### src/rtl/fir29_pkg.sv
// Shared constants, codes and types for the 29-tap FIR filter.
`timescale 1ns / 1ps

package fir29_pkg;

   // Default sizes of the filter.
   localparam int TAPS_DEF        = 29;
   localparam int SAMPLE_BITS_DEF = 16;
   localparam int COEF_BITS_DEF   = 18;

   // Fixed field widths of the channels.
   localparam int OUT_BITS       = 38;
   localparam int TAP_INDEX_BITS = 5;

   // Function codes of a request word.
   localparam logic FUNC_SAMPLE = 1'b0;
   localparam logic FUNC_LOAD   = 1'b1;

   // Partial sum handed from one cell to the next.
   typedef struct packed {
      logic                valid;
      logic [OUT_BITS-1:0] sum;
   } link_type;

endpackage

### src/rtl/fir29_cell.sv
// One tap cell of the FIR chain: delay stage, coefficient, product and partial-sum stage.
`timescale 1ns / 1ps

module fir29_cell #(
   parameter int SAMPLE_BITS = fir29_pkg::SAMPLE_BITS_DEF,
   parameter int COEF_BITS   = fir29_pkg::COEF_BITS_DEF,
   parameter int CELL_INDEX  = 0
) (
   input  logic                                 clock,
   input  logic                                 reset,
   input  logic                                 shift_en,
   input  logic signed [SAMPLE_BITS-1:0]        sample_in,
   output logic signed [SAMPLE_BITS-1:0]        sample_out,
   input  logic                                 load_en,
   input  logic [fir29_pkg::TAP_INDEX_BITS-1:0] load_index,
   input  logic signed [COEF_BITS-1:0]          load_coef,
   input  fir29_pkg::link_type                  link_in,
   output fir29_pkg::link_type                  link_out
);

   localparam int PROD_W = SAMPLE_BITS + COEF_BITS;
   localparam int EXT_W  = (PROD_W > fir29_pkg::OUT_BITS) ? PROD_W : fir29_pkg::OUT_BITS;
   localparam bit IN_RANGE = CELL_INDEX < (1 << fir29_pkg::TAP_INDEX_BITS);
   localparam logic [fir29_pkg::TAP_INDEX_BITS-1:0] MY_INDEX =
      fir29_pkg::TAP_INDEX_BITS'(CELL_INDEX);

   logic signed [SAMPLE_BITS-1:0]     tap_ff, tap_in;
   logic signed [COEF_BITS-1:0]       coef_ff, coef_in;
   logic [fir29_pkg::OUT_BITS-1:0]    prod_ff, prod_in;
   fir29_pkg::link_type               link_ff, link_in_next;
   logic signed [PROD_W-1:0]          product;
   logic signed [EXT_W-1:0]           product_ext;
   logic                              hit;

   assign hit         = load_en && IN_RANGE && (load_index == MY_INDEX);
   assign tap_in      = shift_en ? sample_in : tap_ff;
   assign coef_in     = hit ? load_coef : coef_ff;
   assign product     = tap_ff * coef_ff;
   assign product_ext = EXT_W'(product);
   // Products wrap to the output width, as the final sum does.
   assign prod_in     = product_ext[fir29_pkg::OUT_BITS-1:0];

   always_comb begin
      link_in_next.valid = link_in.valid;
      link_in_next.sum   = link_in.sum + prod_ff;
   end

   always_ff @(posedge clock) begin
      if (reset) begin
         tap_ff  <= '0;
         coef_ff <= '0;
         prod_ff <= '0;
         link_ff <= '0;
      end else begin
         tap_ff  <= tap_in;
         coef_ff <= coef_in;
         prod_ff <= prod_in;
         link_ff <= link_in_next;
      end
   end

   assign sample_out = tap_ff;
   assign link_out   = link_ff;

endmodule

### config.mk
export PLATFORM = sky130hd
export DESIGN_NAME = fir29_cell
export DESIGN_NICKNAME = d
export VERILOG_FILES = /design/src/rtl/fir29_pkg.sv /design/src/rtl/fir29_cell.sv
export SDC_FILE = /design/constraint.sdc
export NUM_CORES = 1
export LEC_CHECK = 0
export BUFFER_PORTS_ARGS = -buffer_cell sky130_fd_sc_hd__buf_2
export CORE_ASPECT_RATIO = 1.5
export CORE_UTILIZATION = 50
export CTS_CLUSTER_SIZE = 10
export DETAILED_ROUTE_END_ITERATION = 8
export GPL_TIMING_DRIVEN = 1
export PLACE_DENSITY_LB_ADDON = 0.08
export SYNTH_ARGS = -nofsm -noshare
export SYNTH_HDL_FRONTEND = slang
export SYNTH_SLANG_ARGS = --single-unit
### constraint.sdc
create_clock -name clock -period 9.14 [get_ports clock]
set_clock_uncertainty 0.05 [all_clocks]
set_input_delay 1.828 -clock clock [delete_from_list [all_inputs] [get_ports clock]]
set_output_delay 1.828 -clock clock [all_outputs]
set_load 0.05 [all_outputs]
* Word-level counts from Yosys, hierarchy flattened
Cells that the tools add are included.
Storage, ports and cells: logic and storage cells 9, input bits 82, flip-flop bits (word level) 107
Operators by class: multiply operators 1, add/sub/neg operators 1, reduce and logical (&&, ||, !) cells 2
Operators by type and width (count):
- adder 38 bit | 1
- multiplier 16 x 18 -> 34 bit | 1
- zero test 5 bit | 1
- logical AND 1 bit | 1

* Logic depth before layout (Yosys ltp)
depth after elaboration 2, mapped depth 24, mapped depth without buffers 23

* Least setup slack after synthesis
No wires, ideal clock.
path type register to register, start point register tap_ff[7], in the netlist sample_out[7], end point register prod_ff[32] (netlist bit), path slack 2.487 ns, cell stages (with the launch flop) 25, required time 8.969 ns, arrival time 6.481 ns, buffers on the path 2, clock period less this slack 6.653 ns, cell sequence dfxtp_1 > clkbuf_1 > buf_1 > nand2_1 > fa_1 > inv_1 > fa_1 > inv_1 > fa_1 > inv_1 > fa_1 > fa_1 > inv_1 > fa_1 > inv_1 > ha_1 > a21o_1 > a21o_1 > a21oi_1 > o21ai_0 > a22o_1 > a221o_1 > a21oi_2 > a21oi_1 > mux2_4
Between the ends: longest elaborated chain between the ends 1
Ends and longest elaborated chain:
- from (decl) | RTL line fir29_cell.sv:27 | logic signed [SAMPLE_BITS-1:0] tap_ff, tap_in;
- from (signal assigned) | RTL line fir29_cell.sv:55 | tap_ff <= tap_in;
- multiplier 16 x 18 -> 34 bit | RTL line fir29_cell.sv:38 | assign product = tap_ff * coef_ff;
- to (signal assigned) | RTL line fir29_cell.sv:57 | prod_ff <= prod_in;
- to (decl) | RTL line fir29_cell.sv:29 | logic [fir29_pkg::OUT_BITS-1:0] prod_ff, prod_in;
No other way between the ends. A chain may end at the register's enable or synchronous reset.

* Final worst setup path
start point register tap_ff[1], in the netlist sample_out[1], end point register prod_ff[32] (netlist bit)
The elaborated chain is that of the path after synthesis.

==> out/metrics.cfg <==
[floorplan]
die_height_um=218.4
dieWidth_um=146.3
die_area_um2=31940
core_area_um2=30450
boundaryPins=137
start_util_pct=51.25
row_count=78

[clock_network]
cts_tree=done
cts-buffers-inserted=9
hold_buffers=0
h-tree-depth=3
clockBufferDepth=2
post_cts_buffers=0
cts-resized-gates=0
clock-sinks=107
cts_root_buffer=clkbuf_16
clock_latency_ps=380
clkTransAtPathRegs_ps=80

[synthesis]
syn_area_um2=15610
syn_area_per_cell_um2=9.037
synth_edf_count=0
syn_nets=2223
ys_warn_count=0
yosys_register_bits=107
yosysUniqueCellTypes=53
synth-seq-area-share_pct=13.73
synth_top_area_share_pct=37.33
synth_area_leaders=fa_1, dfxtp_1, ha_1
yosys_most_used_dff=dfxtp_1
synth_cells=1727
ys_async_sr_fraction_pct=0
synth_top_area_cell=fa_1

[sta]
fin_crit_sh_pct=75.18
grt_setup_unrepaired=no
hold_violations=0
fin_tns_setup_ps=0
worst_pin_slew_ps=1163
slew_headroom_pct=22.25
fin_crit_ps=6872
whs_ps=522.1
worst_slack_ps=2268
slew_viol_final=0
fmax_ghz=0.1455
setup_viol_count_final=0

[worst_setup_path]
crit_family=adder cells
cpMostUsedCell=fa_1
slowest_delay_ps=910
path_max_fanout=20
crit_arrival_ps=7080
crit_chain=nand2_1 > inv_1 > fa_1 > fa_1 > inv_1 > fa_1 > inv_1 > fa_1 > fa_1 > inv_1 > fa_1 > inv_1 > ha_1 > a21o_1 > a31oi_1 > o21ai_0 > a221o_1 > a21oi_2 > a21oi_1 > mux2_4
end_kind=register
required_ps=9350
slowest_stage=dfxtp_1
critPathLaunchType=register
crit_buf_inv=5
reg2reg_slack_ps=2270
path_class=register to register

[global_routing]
grt_pass1_wl_um=62520
antenna_found_initial=0
grt-ovfl-total=0
grt_max_degree=78
gr-usage-all-layers_pct=25.23
grt_pass1_vias=12497

[finish]
finalInstanceArea_um2=16910
antenna_cells=0
final_nets=2311
drive_above_1_share_pct=9.011
area_growth_pct=8.330
final_cell_mix=inv_1, fa_1, nand2_1, nor2_1, buf_2
final_common_cell=inv_1

[detailed_routing]
viasPerCell=5.198
vias=11539
wl_per_cell_um=16.75
drtIter0Drc=404
dr.pass1.iters=5
wl_um=37190
final_antenna_net_count=0
drc=0

[worst_hold_path]
hold_class=register to register

[place]
portBuffers=136
place.gp.congestion=0.8585
hpwlAfterDp_um=30030
place_ws_ps=2293
dpl_cell_area_um2=16590

[power]
ir_worst_vdd_uv=85.64
p_per_area_nw_per_um2=73.84
power_w=0.001248
leakage_nw=8.850

[run_status]
outcome=completed

[flow_run]
drv_cap=0

==> flip-flops by register name, indices dropped and copies added (netlist names) <==
register	cells
link_out	39
sample_out	16
prod_ff	34
coef_ff	18
==> power breakdown <==
group / internal [W] / switching, W
clock: 0.000220 / 0.000199
combinational: 0.000106 / 0.000198
sequential: 0.000491 / 0.0000336
==> synthesized netlist by cell type, types with 6 or more instances <==
| library cell | number |
|---|---|
| a211oi_1 | 12 |
| a21o_1 | 33 |
| a21oi_1 | 53 |
| a31oi_1 | 7 |
| and2_1 | 133 |
| buf_1 | 10 |
| clkbuf_1 | 54 |
| dfxtp_1 | 107 |
| fa_1 | 291 |
| ha_1 | 123 |
| inv_1 | 347 |
| mux2i_1 | 34 |
| nand2_1 | 169 |
| nand2b_1 | 15 |
| nand3_1 | 14 |
| nand4_1 | 7 |
| nor2_1 | 140 |
| nor2b_1 | 9 |
| nor3_1 | 8 |
| o211ai_1 | 7 |
| o21a_1 | 9 |
| o21ai_0 | 29 |
| o21bai_1 | 6 |
| xnor2_1 | 39 |
| xor2_1 | 28 |
==> worst register-to-register path, delay by kind of cell, from the launching register on <==
family / cells / cell delay, ps
DFF: 1 / 910
AOI/OAI and AO/OA: 6 / 1140
and+or+nand+nor: 1 / 220
adders and majority gates: 7 / 3680
muxes: 1 / 300
buffers and inverters: 5 / 460
==> path summary, 6_finish.rpt <==
kind,startpoint,endpoint,depth (start not counted)
worst min register to register,prod_ff[0],link_out[0],2
worst max register to register,sample_out[1],prod_ff[32],20
worst max-delay path,sample_out[1],prod_ff[32],20
worst min-delay path,prod_ff[0],link_out[0],2
==> metal layers <==
| layer | part of all wire (%) | global-route usage [%] | up-vias |
|---|---|---|---|
| met2 | 54 | 48.65 | 240 |
| met3 | 3.3 | 3.132 | 74 |
| met4 | 3.9 | 10.83 | 0 |
| met1 | 39 | 27.39 | 5780 |
| met5 | 0 | 0 | - |
| li1 | - | - | 5445 |
==> layout make-up <==
type | instances | area (um^2)
inverters | 347 | 1303
flip-flops and latches | 107 | 2142
well taps | 400 | 500.5
clock buffers | 9 | 225.2
repair buffers | 141 | 720.7
clock inverters | 7 | 93.84
multi-input cells | 1209 | 11920
fillers | 2933 | 13540
==> logic make-up after synthesis <==
| kind of cell | synth area share, % |
|---|---|
| flops | 13.73 |
| simple gates | 15.20 |
| compound gates | 7.889 |
| buf+inv | 9.885 |
| xor+xnor | 3.760 |
| mux | 2.349 |
| fa+ha+maj | 47.19 |
==> through the flow <==
step                util, %  instances
floorplan                 -       1727
global placement      54.47       2204
detailed placement    54.47       2204
CTS                   55.52       2220
global route          55.52       2220
finish                55.52       2220
(Power assumes the default switching activity.)
